**src/rtl/chacha20_stream_cipher_unit_macros.svh**
```systemverilog
// Assertion helpers shared by the cipher unit's RTL.
// Each macro expects clk and rst_n in scope.
`ifndef CHACHA20_STREAM_CIPHER_UNIT_MACROS_SVH
`define CHACHA20_STREAM_CIPHER_UNIT_MACROS_SVH

// Expression holds at every clock edge outside reset
`define CCSU_ASSERT_HOLDS(label, expr, msg) \
    label: assert property (@(posedge clk) disable iff (!rst_n) (expr)) \
        else $error(msg);

// Antecedent implies consequent in the same cycle
`define CCSU_ASSERT_IMPLIES(label, ante, cons, msg) \
    label: assert property (@(posedge clk) disable iff (!rst_n) (ante) |-> (cons)) \
        else $error(msg);

// Antecedent implies consequent in the next cycle
`define CCSU_ASSERT_NEXT(label, ante, cons, msg) \
    label: assert property (@(posedge clk) disable iff (!rst_n) (ante) |=> (cons)) \
        else $error(msg);

`endif

```
**src/rtl/ccsu_pkg.sv**
```systemverilog
`default_nettype none

package ccsu_pkg;

    // ChaCha20 constants ("expand 32-byte k")
    localparam logic [31:0] SIGMA_0 = 32'h6170_7865;
    localparam logic [31:0] SIGMA_1 = 32'h3320_646e;
    localparam logic [31:0] SIGMA_2 = 32'h7962_2d32;
    localparam logic [31:0] SIGMA_3 = 32'h6b20_6574;

    localparam int DOUBLE_ROUNDS = 10;
    localparam int ROUNDS        = 2 * DOUBLE_ROUNDS;
    localparam int RND_W         = $clog2(ROUNDS + 1);

    localparam int ROT_A = 16;
    localparam int ROT_B = 12;
    localparam int ROT_C = 8;
    localparam int ROT_D = 7;

    // Default queue depths
    localparam int CCSU_WORK_DEPTH = 4;
    localparam int CCSU_OUT_DEPTH  = 2;

    typedef logic [31:0]       word_t;
    typedef logic [15:0][31:0] state_t;
    typedef logic [7:0][63:0]  keystream_t;

    // Configuration register indexes
    typedef enum logic [2:0] {
        REG_KEY_WORD_0    = 3'd0,
        REG_KEY_WORD_1    = 3'd1,
        REG_KEY_WORD_2    = 3'd2,
        REG_KEY_WORD_3    = 3'd3,
        REG_NONCE_LOW     = 3'd4,
        REG_NONCE_HIGH    = 3'd5,
        REG_START_COUNTER = 3'd6
    } cfg_index_t;

    typedef struct packed {
        logic [63:0] key_word_0;
        logic [63:0] key_word_1;
        logic [63:0] key_word_2;
        logic [63:0] key_word_3;
        logic [63:0] nonce_low;
        logic [31:0] nonce_high;
        logic [31:0] start_counter;
    } cfg_t;

    typedef struct packed {
        logic [63:0] in_data;
        logic [3:0]  in_count;
        logic        in_last;
    } in_item_t;

    typedef struct packed {
        logic [63:0] out_data;
        logic [3:0]  out_count;
        logic        out_last;
    } out_item_t;

    // Work entry handed from the front end to the back end
    typedef struct packed {
        in_item_t    item;
        logic [2:0]  word_idx;
        logic [31:0] counter;
    } work_t;

    localparam int WORK_W = $bits(work_t);
    localparam int OUT_W  = $bits(out_item_t);

    function automatic word_t rotl(input word_t x, input int n);
        rotl = (x << n) | (x >> (32 - n));
    endfunction

    // One quarter round; result index 0..3 = a, b, c, d
    function automatic logic [3:0][31:0] quarter_round(input word_t a, input word_t b,
                                                        input word_t c, input word_t d);
        word_t ta;
        word_t tb;
        word_t tc;
        word_t td;
        ta = a + b; td = rotl(d ^ ta, ROT_A);
        tc = c + td; tb = rotl(b ^ tc, ROT_B);
        ta = ta + tb; td = rotl(td ^ ta, ROT_C);
        tc = tc + td; tb = rotl(tb ^ tc, ROT_D);
        quarter_round = {td, tc, tb, ta};
    endfunction

    // Column round (diag low) or diagonal round (diag high)
    function automatic state_t chacha_round(input state_t s, input logic diag);
        state_t          r;
        logic [3:0][31:0] q;
        logic [3:0]      ia;
        logic [3:0]      ib;
        logic [3:0]      ic;
        logic [3:0]      id;
        r = s;
        for (int i = 0; i < 4; i++) begin
            ia = 4'(i);
            ib = diag ? 4'(4 + ((i + 1) & 3))  : 4'(4 + i);
            ic = diag ? 4'(8 + ((i + 2) & 3))  : 4'(8 + i);
            id = diag ? 4'(12 + ((i + 3) & 3)) : 4'(12 + i);
            q = quarter_round(s[ia], s[ib], s[ic], s[id]);
            r[ia] = q[0];
            r[ib] = q[1];
            r[ic] = q[2];
            r[id] = q[3];
        end
        chacha_round = r;
    endfunction

    // Initial block state from configuration and block counter
    function automatic state_t block_init(input cfg_t cfg, input word_t ctr);
        state_t s;
        s[0]  = SIGMA_0;
        s[1]  = SIGMA_1;
        s[2]  = SIGMA_2;
        s[3]  = SIGMA_3;
        s[4]  = cfg.key_word_0[31:0];
        s[5]  = cfg.key_word_0[63:32];
        s[6]  = cfg.key_word_1[31:0];
        s[7]  = cfg.key_word_1[63:32];
        s[8]  = cfg.key_word_2[31:0];
        s[9]  = cfg.key_word_2[63:32];
        s[10] = cfg.key_word_3[31:0];
        s[11] = cfg.key_word_3[63:32];
        s[12] = ctr;
        s[13] = cfg.nonce_low[31:0];
        s[14] = cfg.nonce_low[63:32];
        s[15] = cfg.nonce_high;
        block_init = s;
    endfunction

    // Byte mask for a valid-byte count; counts of eight and up keep all bytes
    function automatic logic [63:0] count_mask(input logic [3:0] count);
        logic [63:0] m;
        for (int b = 0; b < 8; b++) begin
            m[8*b +: 8] = (4'(b) < count) ? 8'hFF : 8'h00;
        end
        count_mask = m;
    endfunction

endpackage

`default_nettype wire

```
**src/rtl/ccsu_fifo.sv**
```systemverilog
`default_nettype none

`include "chacha20_stream_cipher_unit_macros.svh"

module ccsu_fifo
    import ccsu_pkg::*;
#(
    parameter int WIDTH = WORK_W,
    parameter int DEPTH = CCSU_WORK_DEPTH
)
(
    input  wire logic             clk,
    input  wire logic             rst_n,
    input  wire logic             push,
    input  wire logic [WIDTH-1:0] wdata,
    output logic                  full,
    input  wire logic             pop,
    output logic [WIDTH-1:0]      rdata,
    output logic                  empty
);

    localparam int PTR_W = (DEPTH > 1) ? $clog2(DEPTH) : 1;
    localparam int CNT_W = $clog2(DEPTH + 1);

    logic [WIDTH-1:0] mem_reg [DEPTH];
    logic [PTR_W-1:0] wr_ptr_reg;
    logic [PTR_W-1:0] wr_ptr_next;
    logic [PTR_W-1:0] rd_ptr_reg;
    logic [PTR_W-1:0] rd_ptr_next;
    logic [CNT_W-1:0] count_reg;
    logic [CNT_W-1:0] count_next;
    logic             do_push;
    logic             do_pop;

    assign full    = (count_reg == CNT_W'(DEPTH));
    assign empty   = (count_reg == '0);
    assign do_push = push && !full;
    assign do_pop  = pop && !empty;
    assign rdata   = mem_reg[rd_ptr_reg];

    // Pointer and occupancy update
    always_comb
    begin
        wr_ptr_next = wr_ptr_reg;
        rd_ptr_next = rd_ptr_reg;
        count_next  = count_reg;
        if (do_push)
        begin
            wr_ptr_next = (wr_ptr_reg == PTR_W'(DEPTH - 1)) ? '0 : wr_ptr_reg + 1'b1;
        end
        if (do_pop)
        begin
            rd_ptr_next = (rd_ptr_reg == PTR_W'(DEPTH - 1)) ? '0 : rd_ptr_reg + 1'b1;
        end
        if (do_push && !do_pop)
        begin
            count_next = count_reg + 1'b1;
        end
        else if (do_pop && !do_push)
        begin
            count_next = count_reg - 1'b1;
        end
    end

    always_ff @(posedge clk or negedge rst_n)
    begin
        if (!rst_n)
        begin
            wr_ptr_reg <= '0;
            rd_ptr_reg <= '0;
            count_reg  <= '0;
        end
        else
        begin
            wr_ptr_reg <= wr_ptr_next;
            rd_ptr_reg <= rd_ptr_next;
            count_reg  <= count_next;
        end
    end

    // Storage
    always_ff @(posedge clk)
    begin
        if (do_push)
        begin
            mem_reg[wr_ptr_reg] <= wdata;
        end
    end

    `CCSU_ASSERT_HOLDS(a_fifo_count_bound, count_reg <= CNT_W'(DEPTH), "fifo overfilled")

endmodule

`default_nettype wire

```
**config.mk**
```make
export PLATFORM = sky130hd
export DESIGN_NAME = ccsu_fifo
export DESIGN_NICKNAME = d
export VERILOG_FILES = /design/src/rtl/ccsu_pkg.sv /design/src/rtl/ccsu_fifo.sv
export VERILOG_INCLUDE_DIRS = /design/src /design/src/rtl
export SDC_FILE = /design/constraint.sdc
export NUM_CORES = 1
export LEC_CHECK = 0
export BUFFER_PORTS_ARGS = -buffer_cell sky130_fd_sc_hd__buf_2
export CAP_MARGIN = 20
export CORE_ASPECT_RATIO = 0.6
export CORE_MARGIN = 4
export CORE_UTILIZATION = 57
export DETAILED_ROUTE_END_ITERATION = 8
export GPL_TIMING_DRIVEN = 0
export PLACE_DENSITY = 0.76
export REMOVE_ABC_BUFFERS = 1
export SLEW_MARGIN = 25
export SYNTH_ARGS = -nofsm -noshare
export SYNTH_HDL_FRONTEND = slang
export SYNTH_SLANG_ARGS = --single-unit
export TNS_END_PERCENT = 20
```
**constraint.sdc**
```tcl
create_clock -name clk -period 7.8 [get_ports clk]
set_input_delay 2.34 -clock clk [delete_from_list [all_inputs] [get_ports clk]]
set_output_delay 2.34 -clock clk [all_outputs]
set_load 0.005 [all_outputs]
```
== After elaboration in Yosys (flattened, before gate mapping) ==
Memories as Yosys holds them, arrays and structs flattened.
Index checks and enable logic that the tools add are counted.
Widths: inputs -> output; s select.
Cells by class
  $add $sub $neg: 4
  equality and inequality tests: 3
  multiplexer cells: 6
  reductions and logical operators: 10
Operators by type and width (count)
  $mux 3: 2
  $add 2x1->2 const B: 2
  $eq 2x2->1 const B: 2
  $logic_and 1x1->1: 4
  $logic_not 1->1: 4
  $mux 2: 2
  $add 3x1->3 const B: 1
  $eq 3x3->1 const B: 1
  $logic_not 3->1: 1
  $sub 3x1->3 const B: 1
  $mux 1: 2
  $reduce_bool 2->1: 1
Storage, ports and cells
  flip-flop bits (word level): 7
  RAM bits: 416
  output and inout bits: 106
  logic and storage cells: 27
  memories: 1
Memories
  mem_reg: depth 4, bits a word 104, read ports 1, clocked after Yosys merged registers in 0, wr ports 1, RTL line ccsu_fifo.sv:25  | logic [WIDTH-1:0] mem_reg [DEPTH];

== Longest topological paths before layout ==
  depth after elaboration: 7
  gate-level depth with buffers: 8

== Worst setup path before layout ==
Ideal clock, no wire load.
  path type: input to register
  from: input port push
  to: memory mem_reg[3][0] (netlist bit), enable pin
  data arrival time: 6.754 ns
  data required time: 7.230 ns
  path slack: 0.476 ns
  stages on the path: 2
  path buffers: 0
  cells stage by stage: nand2_1 -> nor2_1
On the way
  word-level cells in the longest chain between the ends: 3
Ends and longest elaborated chain
  start: declaration: RTL line ccsu_fifo.sv:14  | input wire logic push,
  $logic_and 1x1->1: RTL line ccsu_fifo.sv:37  | assign do_push = push && !full;
  $mux 1: RTL line ccsu_fifo.sv:84  | if (do_push)
  $mux 1 (not written as such): RTL line ccsu_fifo.sv:86  | mem_reg[wr_ptr_reg] <= wdata;
  end: declaration: RTL line ccsu_fifo.sv:25
Every way passes these cells.

== Final worst setup path ==
  from: register rd_ptr_reg[0]
  to: output port rdata[15]
On the way
  word-level cells in the longest chain between the ends: 1
Ends and longest elaborated chain
  start: declaration: RTL line ccsu_fifo.sv:28  | logic [PTR_W-1:0] rd_ptr_reg;
  start signal: assignment: RTL line ccsu_fifo.sv:76  | rd_ptr_reg <= rd_ptr_next;
  $mem_v2 4x104
  end: declaration: RTL line ccsu_fifo.sv:18  | output logic [WIDTH-1:0] rdata,
Every way passes these cells.

==> out/metrics.yaml <==
drive_gt1_share_pct: 47.13
syn_area_per_cell_sq_um: 26.57
gr-usage-all-layers_pct: 20.74
design_area_sq_um: 18490
cp_max_fo: 33
gp_congestion: 0.7195
ys_ff_latch: 423
num_vias: 6913
drc: 0
max_slew_margin_pct: 64.32
clk_pin_slew_ps: 60
synthToLayoutAreaGrowth_pct: 19.78
max_cap_violations: 0
overflow: 0
cts_tree: "yes"
status: "complete, no violations"
drt-pass1-iter-count: 5
routed.top_layer: "met5"
synth_seq_area_share_pct: 82.04
drt_iter0_drc: 529
final_max_slew_viol_count: 0
largest_register_ff_count: 416
clock_skew_ps: 10.08
period_share_pct: 63.51
cellPowerDensity_nw_per_um2: 376.8
rsz0062_at_grt: "no"
cp-end-kind: "output port"
num_rows: 46
critical_path_class: "reg -> out"
place.port_buffers: 213
synth_area_leaders: "edfxtp_1, mux4_2, dfrtp_1"
wl_met2_mm: 14.92
h-tree-depth: 2
routed_via_density: 5.676
arrival_ps: 2610
min_path_type: "reg -> reg"
clk_latency_ps: 530
nets: 943
routed_wl_mm: 29.68
ir_drop_mv: 0.2568
ant_nets: 0
yosys.area.top_type: "edfxtp_1"
die-height_um: 135.5
whs_ps: 574.9
wl_met1_mm: 11.47
dp_hpwl_mm: 18.16
fillerInstances: 1550
grt_max_degree: 48
routed-wl-met3_mm: 2.719
grt_pass1_vias: 7622
worstMarginPinSlew_ps: 535.2
start_util_pct: 58.19
cts_setup_buffers: 0
final_cells: 1218
core_sq_um: 26530
hold_viol_final: 0
syn_inst: 581
fmax_mhz: 201.9
setup_tns_ps: 0
dpl.cell_count: 1147
cts_num_sinks: 423
setup_viol: 0
antenna_found_initial: 6
grt_pass1_wl_mm: 46.07
cp.required_ps: 5460
synth_area_sq_um: 15440
wire_per_inst_um: 24.37
placed_cell_area_sq_um: 17230
die_x_um: 220.5
cts_made_buffers: 39
yosys_warnings: 0
synth_top_area_share_pct: 80.91
dieArea_sq_um: 29870
postCtsHoldBufs: 0
synth.distinct_cells: 22
clockBufferDepth: 3
pin_count: 214
startpoint_type: "register"
root_buffer: "clkbuf_16"
leakagePower_uw: 0.006306
layout_min_cycle_time_ps: 4954
post_cts_resized: 0
==> cell families (layout without fill, tap and decap cells) <==
logic type      Yosys count  after routing  synth area share [%]
flops                   423            423                 82.04
mux                     108            108                 15.46
buf+inv                  27            301                 1.175
simple gates             11             11                0.4052
fa+ha+maj                 7              7                0.6159
xor+xnor                  3              3                0.1702
compound gates            2              2                0.1297
other cells               0              3                     0
==> metal layers <==
metal  GRT usage (%)  vias up
met5               0        -
met4           5.124        8
met3           7.127       53
met2           33.82      246
met1           27.53     3595
li1                -     3011
==> cells in the mapped netlist <==
| cell | number |
|---|---|
| fa_1 | 1 |
| dfrtp_1 | 7 |
| buf_6 | 2 |
| buf_8 | 4 |
| nor3_1 | 2 |
| xor2_1 | 2 |
| edfxtp_1 | 416 |
| mux2_2 | 4 |
| o31ai_2 | 1 |
| inv_1 | 3 |
| nor2_1 | 3 |
| mux4_2 | 104 |
| ha_1 | 6 |
| xnor2_1 | 1 |
| a21o_1 | 1 |
| buf_4 | 1 |
| clkbuf_1 | 4 |
| and2_1 | 3 |
| nor2b_1 | 1 |
| nand2_1 | 1 |
| buf_2 | 13 |
| nor3b_2 | 1 |
==> placed cells by master (no fill, tap or decap), drive strengths merged <==
master      n
a21o        1
and2        3
buf       230
bufinv      4
clkbuf     48
clkinv     13
clkinvlp    2
dfrtp       7
diode       3
edfxtp    416
fa          1
ha          6
inv         4
mux2        4
mux4      104
nand2       1
nor2        3
nor2b       1
nor3        2
nor3b       1
o31ai       1
xnor2       1
xor2        2
==> final cells by class <==
cell class	instances	area, sq um	share of cell area [%]
tap	360	450.4	2.436
timing repair buffer	230	1484	8.024
multi-input combinational	131	2606	14.09
clock buffer	48	1052	5.690
inverter	3	11.26	0.06089
sequential	423	12670	68.53
clock inverter	20	207.7	1.123
antenna	3	7.507	0.04059
==> through the flow <==
step                      util, %  setup WS, ps  total power, uW
after detailed placement    64.93          3323             5167
after CTS                   69.67          2748             7076
after floorplan                 -         476.1             4395
after global placement      63.27         -2749             5253
final                       69.70          2846             6969
after global routing        69.69          2613             7321
==> power by group <==
group / internal, uW / switching [uW] / total (uW)
Combinational: 984 / 935 / 1920
Sequential: 3000 / 172 / 3170
Clock: 1090 / 788 / 1880
Total: 5080 / 1890 / 6970
==> worst max-delay path, stage by stage, from the launching register on <==
cell and delay, ps:
dfrtp_4 750, buf_12 310, buf_16 280, mux4_2 560, buf_2 150
==> worst paths after layout <==
check                                          start                   endpoint  slack, ps  depth (start not counted)
setup / recovery           rd_ptr_reg[0]$_DFFE_PN0P_                  rdata[15]       2850                          4
setup reg to reg            count_reg[2]$_DFFE_PN0P_   mem_reg[1][80]$_DFFE_PP_       5200                          5
max in group asynchronous                      rst_n  rd_ptr_reg[1]$_DFFE_PN0P_       5990                          1
hold reg to reg             count_reg[2]$_DFFE_PN0P_   count_reg[2]$_DFFE_PN0P_        570                          1
min in group asynchronous                      rst_n  wr_ptr_reg[1]$_DFFE_PN0P_       1630                          1
hold / removal              count_reg[2]$_DFFE_PN0P_   count_reg[2]$_DFFE_PN0P_        570                          1
Power figures use the tool's default switching activity.
