<file path="src/rtl/chacha20_stream_cipher_unit_macros.svh">
// Assertion helpers shared by the cipher unit's RTL.
// Each macro expects clk and rst_n in scope.
`ifndef CHACHA20_STREAM_CIPHER_UNIT_MACROS_SVH
`define CHACHA20_STREAM_CIPHER_UNIT_MACROS_SVH

// Expression holds at every clock edge outside reset
`define CCSU_ASSERT_HOLDS(label, expr, msg) \
    label: assert property (@(posedge clk) disable iff (!rst_n) (expr)) \
        else $error(msg);

// Antecedent implies consequent in the same cycle
`define CCSU_ASSERT_IMPLIES(label, ante, cons, msg) \
    label: assert property (@(posedge clk) disable iff (!rst_n) (ante) |-> (cons)) \
        else $error(msg);

// Antecedent implies consequent in the next cycle
`define CCSU_ASSERT_NEXT(label, ante, cons, msg) \
    label: assert property (@(posedge clk) disable iff (!rst_n) (ante) |=> (cons)) \
        else $error(msg);

`endif

</file>
<file path="src/rtl/ccsu_pkg.sv">
`default_nettype none

package ccsu_pkg;

    // ChaCha20 constants ("expand 32-byte k")
    localparam logic [31:0] SIGMA_0 = 32'h6170_7865;
    localparam logic [31:0] SIGMA_1 = 32'h3320_646e;
    localparam logic [31:0] SIGMA_2 = 32'h7962_2d32;
    localparam logic [31:0] SIGMA_3 = 32'h6b20_6574;

    localparam int DOUBLE_ROUNDS = 10;
    localparam int ROUNDS        = 2 * DOUBLE_ROUNDS;
    localparam int RND_W         = $clog2(ROUNDS + 1);

    localparam int ROT_A = 16;
    localparam int ROT_B = 12;
    localparam int ROT_C = 8;
    localparam int ROT_D = 7;

    // Default queue depths
    localparam int CCSU_WORK_DEPTH = 4;
    localparam int CCSU_OUT_DEPTH  = 2;

    typedef logic [31:0]       word_t;
    typedef logic [15:0][31:0] state_t;
    typedef logic [7:0][63:0]  keystream_t;

    // Configuration register indexes
    typedef enum logic [2:0] {
        REG_KEY_WORD_0    = 3'd0,
        REG_KEY_WORD_1    = 3'd1,
        REG_KEY_WORD_2    = 3'd2,
        REG_KEY_WORD_3    = 3'd3,
        REG_NONCE_LOW     = 3'd4,
        REG_NONCE_HIGH    = 3'd5,
        REG_START_COUNTER = 3'd6
    } cfg_index_t;

    typedef struct packed {
        logic [63:0] key_word_0;
        logic [63:0] key_word_1;
        logic [63:0] key_word_2;
        logic [63:0] key_word_3;
        logic [63:0] nonce_low;
        logic [31:0] nonce_high;
        logic [31:0] start_counter;
    } cfg_t;

    typedef struct packed {
        logic [63:0] in_data;
        logic [3:0]  in_count;
        logic        in_last;
    } in_item_t;

    typedef struct packed {
        logic [63:0] out_data;
        logic [3:0]  out_count;
        logic        out_last;
    } out_item_t;

    // Work entry handed from the front end to the back end
    typedef struct packed {
        in_item_t    item;
        logic [2:0]  word_idx;
        logic [31:0] counter;
    } work_t;

    localparam int WORK_W = $bits(work_t);
    localparam int OUT_W  = $bits(out_item_t);

    function automatic word_t rotl(input word_t x, input int n);
        rotl = (x << n) | (x >> (32 - n));
    endfunction

    // One quarter round; result index 0..3 = a, b, c, d
    function automatic logic [3:0][31:0] quarter_round(input word_t a, input word_t b,
                                                        input word_t c, input word_t d);
        word_t ta;
        word_t tb;
        word_t tc;
        word_t td;
        ta = a + b; td = rotl(d ^ ta, ROT_A);
        tc = c + td; tb = rotl(b ^ tc, ROT_B);
        ta = ta + tb; td = rotl(td ^ ta, ROT_C);
        tc = tc + td; tb = rotl(tb ^ tc, ROT_D);
        quarter_round = {td, tc, tb, ta};
    endfunction

    // Column round (diag low) or diagonal round (diag high)
    function automatic state_t chacha_round(input state_t s, input logic diag);
        state_t          r;
        logic [3:0][31:0] q;
        logic [3:0]      ia;
        logic [3:0]      ib;
        logic [3:0]      ic;
        logic [3:0]      id;
        r = s;
        for (int i = 0; i < 4; i++) begin
            ia = 4'(i);
            ib = diag ? 4'(4 + ((i + 1) & 3))  : 4'(4 + i);
            ic = diag ? 4'(8 + ((i + 2) & 3))  : 4'(8 + i);
            id = diag ? 4'(12 + ((i + 3) & 3)) : 4'(12 + i);
            q = quarter_round(s[ia], s[ib], s[ic], s[id]);
            r[ia] = q[0];
            r[ib] = q[1];
            r[ic] = q[2];
            r[id] = q[3];
        end
        chacha_round = r;
    endfunction

    // Initial block state from configuration and block counter
    function automatic state_t block_init(input cfg_t cfg, input word_t ctr);
        state_t s;
        s[0]  = SIGMA_0;
        s[1]  = SIGMA_1;
        s[2]  = SIGMA_2;
        s[3]  = SIGMA_3;
        s[4]  = cfg.key_word_0[31:0];
        s[5]  = cfg.key_word_0[63:32];
        s[6]  = cfg.key_word_1[31:0];
        s[7]  = cfg.key_word_1[63:32];
        s[8]  = cfg.key_word_2[31:0];
        s[9]  = cfg.key_word_2[63:32];
        s[10] = cfg.key_word_3[31:0];
        s[11] = cfg.key_word_3[63:32];
        s[12] = ctr;
        s[13] = cfg.nonce_low[31:0];
        s[14] = cfg.nonce_low[63:32];
        s[15] = cfg.nonce_high;
        block_init = s;
    endfunction

    // Byte mask for a valid-byte count; counts of eight and up keep all bytes
    function automatic logic [63:0] count_mask(input logic [3:0] count);
        logic [63:0] m;
        for (int b = 0; b < 8; b++) begin
            m[8*b +: 8] = (4'(b) < count) ? 8'hFF : 8'h00;
        end
        count_mask = m;
    endfunction

endpackage

`default_nettype wire

</file>
<file path="src/rtl/ccsu_front.sv">
`default_nettype none

module ccsu_front
    import ccsu_pkg::*;
(
    input  wire logic        clk,
    input  wire logic        rst_n,
    input  wire logic        push,
    input  wire in_item_t    in_item,
    input  wire logic [31:0] start_counter,
    input  wire logic        work_full,
    output logic             work_push,
    output work_t            work_item
);

    logic [31:0] block_counter_reg;
    logic [31:0] block_counter_next;
    logic [2:0]  word_pos_reg;
    logic [2:0]  word_pos_next;
    logic        in_message_reg;
    logic        in_message_next;
    logic        accept;
    logic [2:0]  cur_pos;
    logic [31:0] cur_counter;

    assign accept = push && !work_full;

    // Classify the transaction: which keystream word, which block counter
    always_comb
    begin
        cur_pos     = in_message_reg ? word_pos_reg : 3'd0;
        cur_counter = in_message_reg ? block_counter_reg : start_counter;

        work_item.item     = in_item;
        work_item.word_idx = cur_pos;
        work_item.counter  = cur_counter;
        work_push          = accept;

        block_counter_next = block_counter_reg;
        word_pos_next      = word_pos_reg;
        in_message_next    = in_message_reg;
        if (accept)
        begin
            block_counter_next = (cur_pos == 3'd0) ? cur_counter + 32'd1 : cur_counter;
            word_pos_next      = cur_pos + 3'd1;
            in_message_next    = !in_item.in_last;
        end
    end

    always_ff @(posedge clk or negedge rst_n)
    begin
        if (!rst_n)
        begin
            block_counter_reg <= '0;
            word_pos_reg      <= '0;
            in_message_reg    <= 1'b0;
        end
        else
        begin
            block_counter_reg <= block_counter_next;
            word_pos_reg      <= word_pos_next;
            in_message_reg    <= in_message_next;
        end
    end

endmodule

`default_nettype wire

</file>
<file path="config.mk">
export PLATFORM = sky130hd
export DESIGN_NAME = ccsu_front
export DESIGN_NICKNAME = d
export VERILOG_FILES = /design/src/rtl/chacha20_stream_cipher_unit_macros.svh /design/src/rtl/ccsu_pkg.sv /design/src/rtl/ccsu_front.sv
export SDC_FILE = /design/constraint.sdc
export NUM_CORES = 1
export LEC_CHECK = 0
export BUFFER_PORTS_ARGS = -buffer_cell sky130_fd_sc_hd__buf_2
export CAP_MARGIN = 25
export CORE_MARGIN = 2
export CORE_UTILIZATION = 40
export CTS_CLUSTER_DIAMETER = 50
export DETAILED_ROUTE_END_ITERATION = 6
export PLACE_DENSITY = 0.89
export SLEW_MARGIN = 20
export SYNTH_ARGS = -nofsm -noshare
export SYNTH_HDL_FRONTEND = slang
export SYNTH_SLANG_ARGS = --single-unit
</file>
<file path="constraint.sdc">
create_clock -name clk -period 3.3 [get_ports clk]
set_input_delay 0.66 -clock clk [delete_from_list [all_inputs] [get_ports clk]]
set_output_delay 0.66 -clock clk [all_outputs]
set_load 0.02 [all_outputs]
</file>
* Word level (Yosys, flattened, before mapping)
Index checks and enable logic that the tools add are counted.
** Storage, ports and cells
- Register bits :: 36
- Word-level logic and storage cells :: 12
** Operators by class
- Add/subtract/negate cells :: 2
- Muxes and demuxes :: 3
- Reduce and logical (&&, ||, !) cells :: 4
** Operators by type and width (number)
- 2-to-1 mux 32 bit :: 2
- adder 32 x 1 -> 32 bit, second input constant :: 1
- adder 3 x 1 -> 3 bit, second input constant :: 1
- logical NOT 3 bit :: 1
- 2-to-1 mux 3 bit :: 1
- logical NOT 1 bit :: 2
- logical AND 1 bit :: 1

* Longest topological paths before layout
Gate-level depths: netlist (run 1).
- Depth in word-level cells :: 3
- Gate-level depth with buffers :: 12
- Mapped depth without buffers :: 7

* Worst setup path after synthesis (run 1)
No wires, ideal clock.
- Path kind :: register -> register
- Start :: reg in_message_reg
- End :: reg block_counter_reg[30]
- Setup time :: 69 ps
- Arrival time :: 3123 ps
- Required time :: 3231 ps
- Slack :: 109 ps
- Stages on the path, launching flop included :: 12
- Buffers on the path :: 5
- Period minus slack after synthesis :: 3191 ps
- Cells stage by stage :: dfrtp_1 -> buf_4 -> buf_4 -> buf_2 -> buf_1 -> mux2_2 -> ha_1 -> o211ai_1 -> or4b_4 -> buf_6 -> or4_1 -> nand3_1
** RTL lines
- from (decl) :: line ccsu_front.sv:20 : logic in_message_reg;
- from (signal assigned) :: line ccsu_front.sv:62 : in_message_reg <= in_message_next;
- to (signal assigned) :: line ccsu_front.sv:60 : block_counter_reg <= block_counter_next;
- to (decl) :: line ccsu_front.sv:16 : logic [31:0] block_counter_reg;

* Final worst setup path (run 1)
- Start :: reg in_message_reg
- End :: reg block_counter_reg[28]
** Between the ends
- Longest elaborated chain between the ends :: 3
- Elaborated cells between the ends (all ways) :: 5
- Those cells by class :: 1 x add/sub; 3 x mux; 1 x reduce/logical
** RTL lines
- 2-to-1 mux 32 bit / 2-to-1 mux 3 bit (equally long branches) :: line ccsu_front.sv:32, ccsu_front.sv:31
- adder 32 x 1 -> 32 bit / logical NOT 3 bit (equally long branches) :: line ccsu_front.sv:44 : block_counter_next = (cur_pos == 3'd0) ? cur_counter + 32'd1 : cur_counter;
- 2-to-1 mux 32 bit (*) :: line ccsu_front.sv:44
Mark *: on every way between the ends. The rest lies on a longest branch, timed or not.
A chain may end at the register's enable or synchronous reset.

==> results of run 1 <==
synthesized netlist by cell type (all sizes together), types with 2 or more instances:
| cell type | count |
|---|---|
| dfrtp | 36 |
| mux2i | 9 |
| a32o | 2 |
| and4 | 2 |
| o211a | 2 |
| a221oi | 2 |
| nand4 | 6 |
| and3 | 12 |
| or2 | 2 |
| nor4 | 4 |
| and2 | 5 |
| a31oi | 2 |
| o211ai | 3 |
| nand3 | 17 |
| or3 | 2 |
| a22oi | 3 |
| nor2b | 4 |
| a31o | 2 |
| nand2 | 44 |
| a32oi | 2 |
| or4 | 5 |
| clkbuf | 10 |
| o21ai | 18 |
| nor3 | 4 |
| nand4b | 3 |
| o31a | 2 |
| ha | 3 |
| a22o | 5 |
| xor2 | 5 |
| xnor2 | 7 |
| mux2 | 24 |
| nor2 | 10 |
| inv | 12 |
| nand3b | 9 |
| o22ai | 2 |
| buf | 79 |
| a21oi | 11 |
| and3b | 5 |
| o31ai | 8 |
layout make-up:
class	count	area (µm²)
inverters	12	45.0
fillers	799	4810
clock inverters	3	18.8
well taps	105	131
repair buffers	80	418
multi-input cells	260	1820
flip-flops and latches	36	902
clock buffers	5	68.8
path summary, 6_finish.rpt:
| path | start | end | slack [ns] |
|---|---|---|---|
| min in group clk | word_pos_reg[1]$_DFFE_PN0P_ | word_pos_reg[1]$_DFFE_PN0P_ | 0.48 |
| setup reg to reg | in_message_reg$_DFFE_PN0P_ | block_counter_reg[28]$_DFFE_PN0P_ | 0.68 |
| hold / removal | rst_n | block_counter_reg[9]$_DFFE_PN0P_ | 0.47 |
| max in group asynchronous | rst_n | in_message_reg$_DFFE_PN0P_ | 2.27 |
| hold reg to reg | word_pos_reg[1]$_DFFE_PN0P_ | word_pos_reg[1]$_DFFE_PN0P_ | 0.48 |
| setup / recovery | in_message_reg$_DFFE_PN0P_ | block_counter_reg[28]$_DFFE_PN0P_ | 0.68 |
routing by layer:
metal | vias to the layer above | track usage
met3 | 34 | 0.0376
met2 | 112 | 0.293
met4 | 0 | 0.0714
li1 | 1360 | -
met5 | - | 0
met1 | 1383 | 0.215
critical path, stage by stage, from the launching register on:
cell,delay (ns)
dfrtp_2,0.47
buf_4,0.27
a21boi_1,0.31
o211ai_1,0.20
or4b_4,0.66
or4_1,0.55
nand3_1,0.09
cells by family after synthesis:
group,count (synthesis),synth area share
compound gates,74,0.156
buf+inv,101,0.198
flops,36,0.266
simple gates,138,0.232
xor+xnor,12,0.0310
fa+ha+maj,3,0.0111
mux,33,0.106
power groups by stage:
stage          registers [µW]  logic, µW  clock network, µW
6_report                  620        650                311
5_1_grt                   636        717                338
4_1_cts                   619        651                320
3_5_place_dp              627        649                  0
3_3_place_gp              620        623                  0
2_1_floorplan             600        600                  0
through the flow:
stage	hold WS [ns]	setup slack (ns)	util
2_1_floorplan	0.364	0.109	-
3_3_place_gp	0.459	0.682	0.404
3_5_place_dp	0.471	0.612	0.404
6_report	0.467	0.683	0.414
5_1_grt	0.508	0.443	0.414
4_1_cts	0.490	0.678	0.414
==> reports/qor.csv, run 1 <==
metric,value,unit
synth_edf_count,0,
drv_slew,0,
p_int,947,µW
reg2reg_depth,6,
cts_setup_buffers,0,
antenna_cells,0,
yosys-top-cells-area,"dfrtp_1, buf_4, mux2_2",
placed_area,3320,µm²
start_kind,register,
grt_start_max_net_pins,40,
port_buffers,73,
synth.avg_cell_area,8.54,µm²
wl_met1,3410,µm
fin_crit_sh,0.793,
drc,0,
netSwitchingFraction,0.401,
clockBufferDepth,2,
synth_top_area_cell,dfrtp_1,
fmax,382,MHz
initial_utilization,0.413,
grt_pass1_wl,13100,µm
slew_headroom,0.449,
p_per_area,464,nW/µm²
postSynthCellCount,397,
seqPwrFrac,0.392,
antenna_found_initial,0,
cts.clk_slew.worst_paths,0.08,ns
cts_buffers,5,
routabilityCongestion,0.909,
grtUsageTotal,0.174,
final_cell_mix,"buf_2, nand2_1, dfrtp_1, mux2_2, o21ai_0",
die_w,96.1,µm
boundaryPins,210,
tightest_slew,0.826,ns
wl_per_cell,15.9,µm
p_comb_frac,0.411,
htree_levels,2,
cts_root_buf,clkbuf_8,
worstSetupPathType,reg2reg,
cts_sinks,36,
fin_crit,2.62,ns
dominantRegCellSynth,dfrtp_1,
stdcell_count,501,
cts_tree,yes,
route.met3.wl,452,µm
hold_path.class,in2async,
drtIter0Drc,221,
drt-pass1-iter-count,5,
areaGrowthSynthToFinish,0.406,%
ys_warn_count,0,
status,completed,
wl,7980,µm
vias_per_cell,5.77,
setup_tns,0,ns
p_clk_frac,0.197,
cp.required,3.53,ns
synth_area,3390,µm²
layout_commonest_cell,buf_2,
grt_overflow,0,
ys_seq_area_frac,0.266,
cap_violations,0,
skew,0.0101,ns
fin_total_pwr,1580,µW
synth_seq_cells,36,
async_flop_share,1.00,
die-area,9230,µm²
grt_pass1_vias,2811,
cts-resized-gates,0,
core-area,8220,µm²
synth.net_count,505,
fp.dieH,96.1,µm
top_layer_used,met4,
num_rows,33,
rsz0062_at_grt,false,
synth.distinct_cells,60,
hold_viol,0,
synth_top_area_frac,0.266,
worstSkewPairLatency,0.29,ns
cp_data_arrival_time,2.84,ns
final_nets,503,
ir_worst_vdd,210,µV
dp_hpwl,6040,µm
largest_register_ffs,32,
dr_wl_met2,3920,µm
crit_path_end_kind,register,
vias,2889,
drtAntennaViolNets,0,
power.switching,634,µW
ctsHoldBuffers,0,
final_area,3410,µm²
leakagePower,0.00159,µW
drive_above_1_share,0.318,
cp_max_fo,36,
place_inst,493,
finalSetupViolCount,0,
Power figures use the tool's default switching activity.
==> inputs of run 2 (changes only) <==
- ABC_AREA: not set -> 1
- CORE_UTILIZATION: 40 -> 45
- PLACE_DENSITY: 0.89 -> 0.94
- clock period: 3.3 -> 2.5 ns (I/O delays scaled with it)
==> reports/qor.csv, run 2 <==
metric,value,unit,change
status,completed,,unchanged
place_inst,626,,was 493
fin_util,0.462,,was 0.414
seqCellArea,901,µm²,was 902 µm²
skew,0.00911,ns,was 0.0101 ns
ctsHoldBuffers,0,,unchanged
multi_input_area,1810,µm²,was 1820 µm²
grt_overflow,0,,unchanged
grt_pass1_vias,3156,,was 2811
port_buffers,73,,unchanged
start_kind,register,,unchanged
crit_path_end_kind,register,,unchanged
setup_tns,0,ns,unchanged
htree_levels,2,,unchanged
slew_headroom,0.441,,was 0.449
antenna_cells,0,,unchanged
vias_per_cell,5.21,,was 5.77
die_w,92.5,µm,was 96.1 µm
tightest_slew,0.839,ns,was 0.826 ns
use_met3,0.0374,,was 0.0376
cp_common_cell,nand3_1,,
hold_viol,0,,unchanged
cts_tree,yes,,unchanged
grt_start_max_net_pins,41,,was 40
die-area,8550,µm²,was 9230 µm²
placed_area,3440,µm²,was 3320 µm²
finalSetupViolCount,0,,unchanged
antenna_found_initial,0,,unchanged
dominantRegCellSynth,dfrtp_1,,unchanged
fin_crit,2.26,ns,was 2.62 ns
core-area,7650,µm²,was 8220 µm²
fp.dieH,92.5,µm,was 96.1 µm
drv_slew,0,,unchanged
cts_root_buf,clkbuf_8,,unchanged
postSynthCellCount,527,,was 397
dp_hpwl,6540,µm,was 6040 µm
drtAntennaViolNets,0,,unchanged
layout_commonest_cell,nand2_1,,was buf_2
ir_worst_vdd,252,µV,was 210 µV
met2_usage,0.342,,was 0.293
drc,0,,unchanged
slowest_stage,dfrtp_1,,was or4b_4
num_rows,32,,was 33
nFillCells,721,,was 799
cts-resized-gates,0,,unchanged
p_per_area,614,nW/µm²,was 464 nW/µm²
hold_path.class,in2async,,unchanged
final_area,3530,µm²,was 3410 µm²
fin_hold_ws,0.300,ns,was 0.467 ns
areaGrowthSynthToFinish,0.284,%,was 0.406%
cts_sinks,36,,unchanged
synth.net_count,635,,was 505
cp_max_fo,11,,was 36
worstSetupPathType,reg2reg,,unchanged
cp.required,2.69,ns,was 3.53 ns
cap_violations,0,,unchanged
worstSkewPairLatency,0.30,ns,was 0.29 ns
final_cell_mix,"nand2_1, buf_2, nand3_1, inv_1, dfrtp_1",,"was buf_2, nand2_1, dfrtp_1, mux2_2, o21ai_0"
grt_use_met1,0.267,,was 0.215
async_flop_share,1.00,,unchanged
wl,8670,µm,was 7980 µm
crit_path_cell_trace,buf_4 -> o21ai_2 -> inv_1 -> ha_1 -> nand3_1 -> nor2_1 -> nand3_1 -> nor2_2 -> or2_2 -> nand3_1 -> nand2_1,,was buf_4 -> a21boi_1 -> o211ai_1 -> or4b_4 -> or4_1 -> nand3_1
drt-pass1-iter-count,5,,unchanged
clockBufferDepth,2,,unchanged
synth_area,3520,µm²,was 3390 µm²
synth.most_common_cell,nand2_1,,was buf_4
synth.distinct_cells,36,,was 60
cts.clk_slew.worst_paths,0.08,ns,about the same
stdcell_count,634,,was 501
rsz0062_at_grt,false,,unchanged
wl_per_cell,13.7,µm,was 15.9 µm
synth.avg_cell_area,6.69,µm²,was 8.54 µm²
synth_common_cells,"nand2_1, buf_4, nand3_1",,"was buf_4, nand2_1, dfrtp_1"
cts_buffers,5,,unchanged
cts_setup_buffers,0,,unchanged
ys_seq_area_frac,0.256,,was 0.266
grt_pass1_wl,14700,µm,was 13100 µm
fmax,442,MHz,was 382 MHz
vias,3305,,was 2889
final_nets,639,,was 503
yosys-top-cells-area,"dfrtp_1, nand2_1, buf_4",,"was dfrtp_1, buf_4, mux2_2"
ys_warn_count,0,,unchanged
synth_top_area_cell,dfrtp_1,,unchanged
leakagePower,0.00182,µW,was 0.00159 µW
synth_edf_count,0,,unchanged
grtUsageTotal,0.208,,was 0.174
fin_crit_sh,0.906,,was 0.793
busiest_layer,met2,,unchanged
cpPeakStageDelay,0.42,ns,was 0.66 ns
cp_data_arrival_time,2.45,ns,was 2.84 ns
routabilityCongestion,0.973,,was 0.909
drive_above_1_share,0.280,,was 0.318
synth_seq_cells,36,,unchanged
drtIter0Drc,256,,was 221
boundaryPins,210,,unchanged
largest_register_ffs,32,,unchanged
initial_utilization,0.461,,was 0.413
synth_top_area_frac,0.256,,was 0.266
[run 2: per-layer routing]
| metal | vias to the layer above | routed length [µm] |
|---|---|---|
| met5 | - | 0 |
| met4 | 0 | 253 |
| met3 | 39 | 681 |
| met2 | 166 | 4060 |
| met1 | 1508 | 3670 |
| li1 | 1592 | - |
[run 2: final cells by class]
| cell class | instances | share of cell area |
|---|---|---|
| well taps | 102 | 0.0361 |
| clock buffers | 8 | 0.0255 |
| flip-flops and latches | 36 | 0.255 |
| multi-input cells | 359 | 0.513 |
| repair buffers | 80 | 0.118 |
| inverters | 49 | 0.0521 |
[run 2: kinds of logic after synthesis]
group	share of synthesized area
AO/OA/AOI/OAI	0.0778
XOR/XNOR	0.0124
flip-flops	0.256
adder cells (fa/ha/maj)	0.0107
AND/OR/NAND/NOR	0.413
buffers and inverters	0.230
[run 2: final timing paths]
check                                                       start                                 to  slack, ns  depth (start not counted)
worst min register to register  block_counter_reg[29]$_DFFE_PN0P_  block_counter_reg[29]$_DFFE_PN0P_       0.48                          2
max in group asynchronous                                   rst_n  block_counter_reg[11]$_DFFE_PN0P_       1.67                          1
min in group clk                block_counter_reg[29]$_DFFE_PN0P_  block_counter_reg[29]$_DFFE_PN0P_       0.48                          2
worst max-delay path                   in_message_reg$_DFFE_PN0P_  block_counter_reg[12]$_DFFE_PN0P_       0.24                         11
worst min-delay path                                        rst_n   block_counter_reg[9]$_DFFE_PN0P_       0.30                          1
worst max register to register         in_message_reg$_DFFE_PN0P_  block_counter_reg[12]$_DFFE_PN0P_       0.24                         11
[run 2: power by group]
group	internal, µW	switching, µW
registers	699	69.1
clock network	225	221
logic	297	659
[run 2: stage by stage]
stage | power, µW | setup slack [ns]
2_1_floorplan | 1620 | 0.276
3_3_place_gp | 1690 | 0.389
3_5_place_dp | 1720 | 0.300
4_1_cts | 2160 | 0.265
5_1_grt | 2310 | 0.102
6_report | 2170 | 0.235
[run 2: critical path: cells and delay by family, from the launching register on]
| family | cells | cell delay [ns] |
|---|---|---|
| AOI/OAI and AO/OA | 1 | 0.32 |
| adders and majority gates | 1 | 0.24 |
| buffers and inverters | 2 | 0.33 |
| DFF | 1 | 0.42 |
| and+or+nand+nor | 7 | 0.87 |
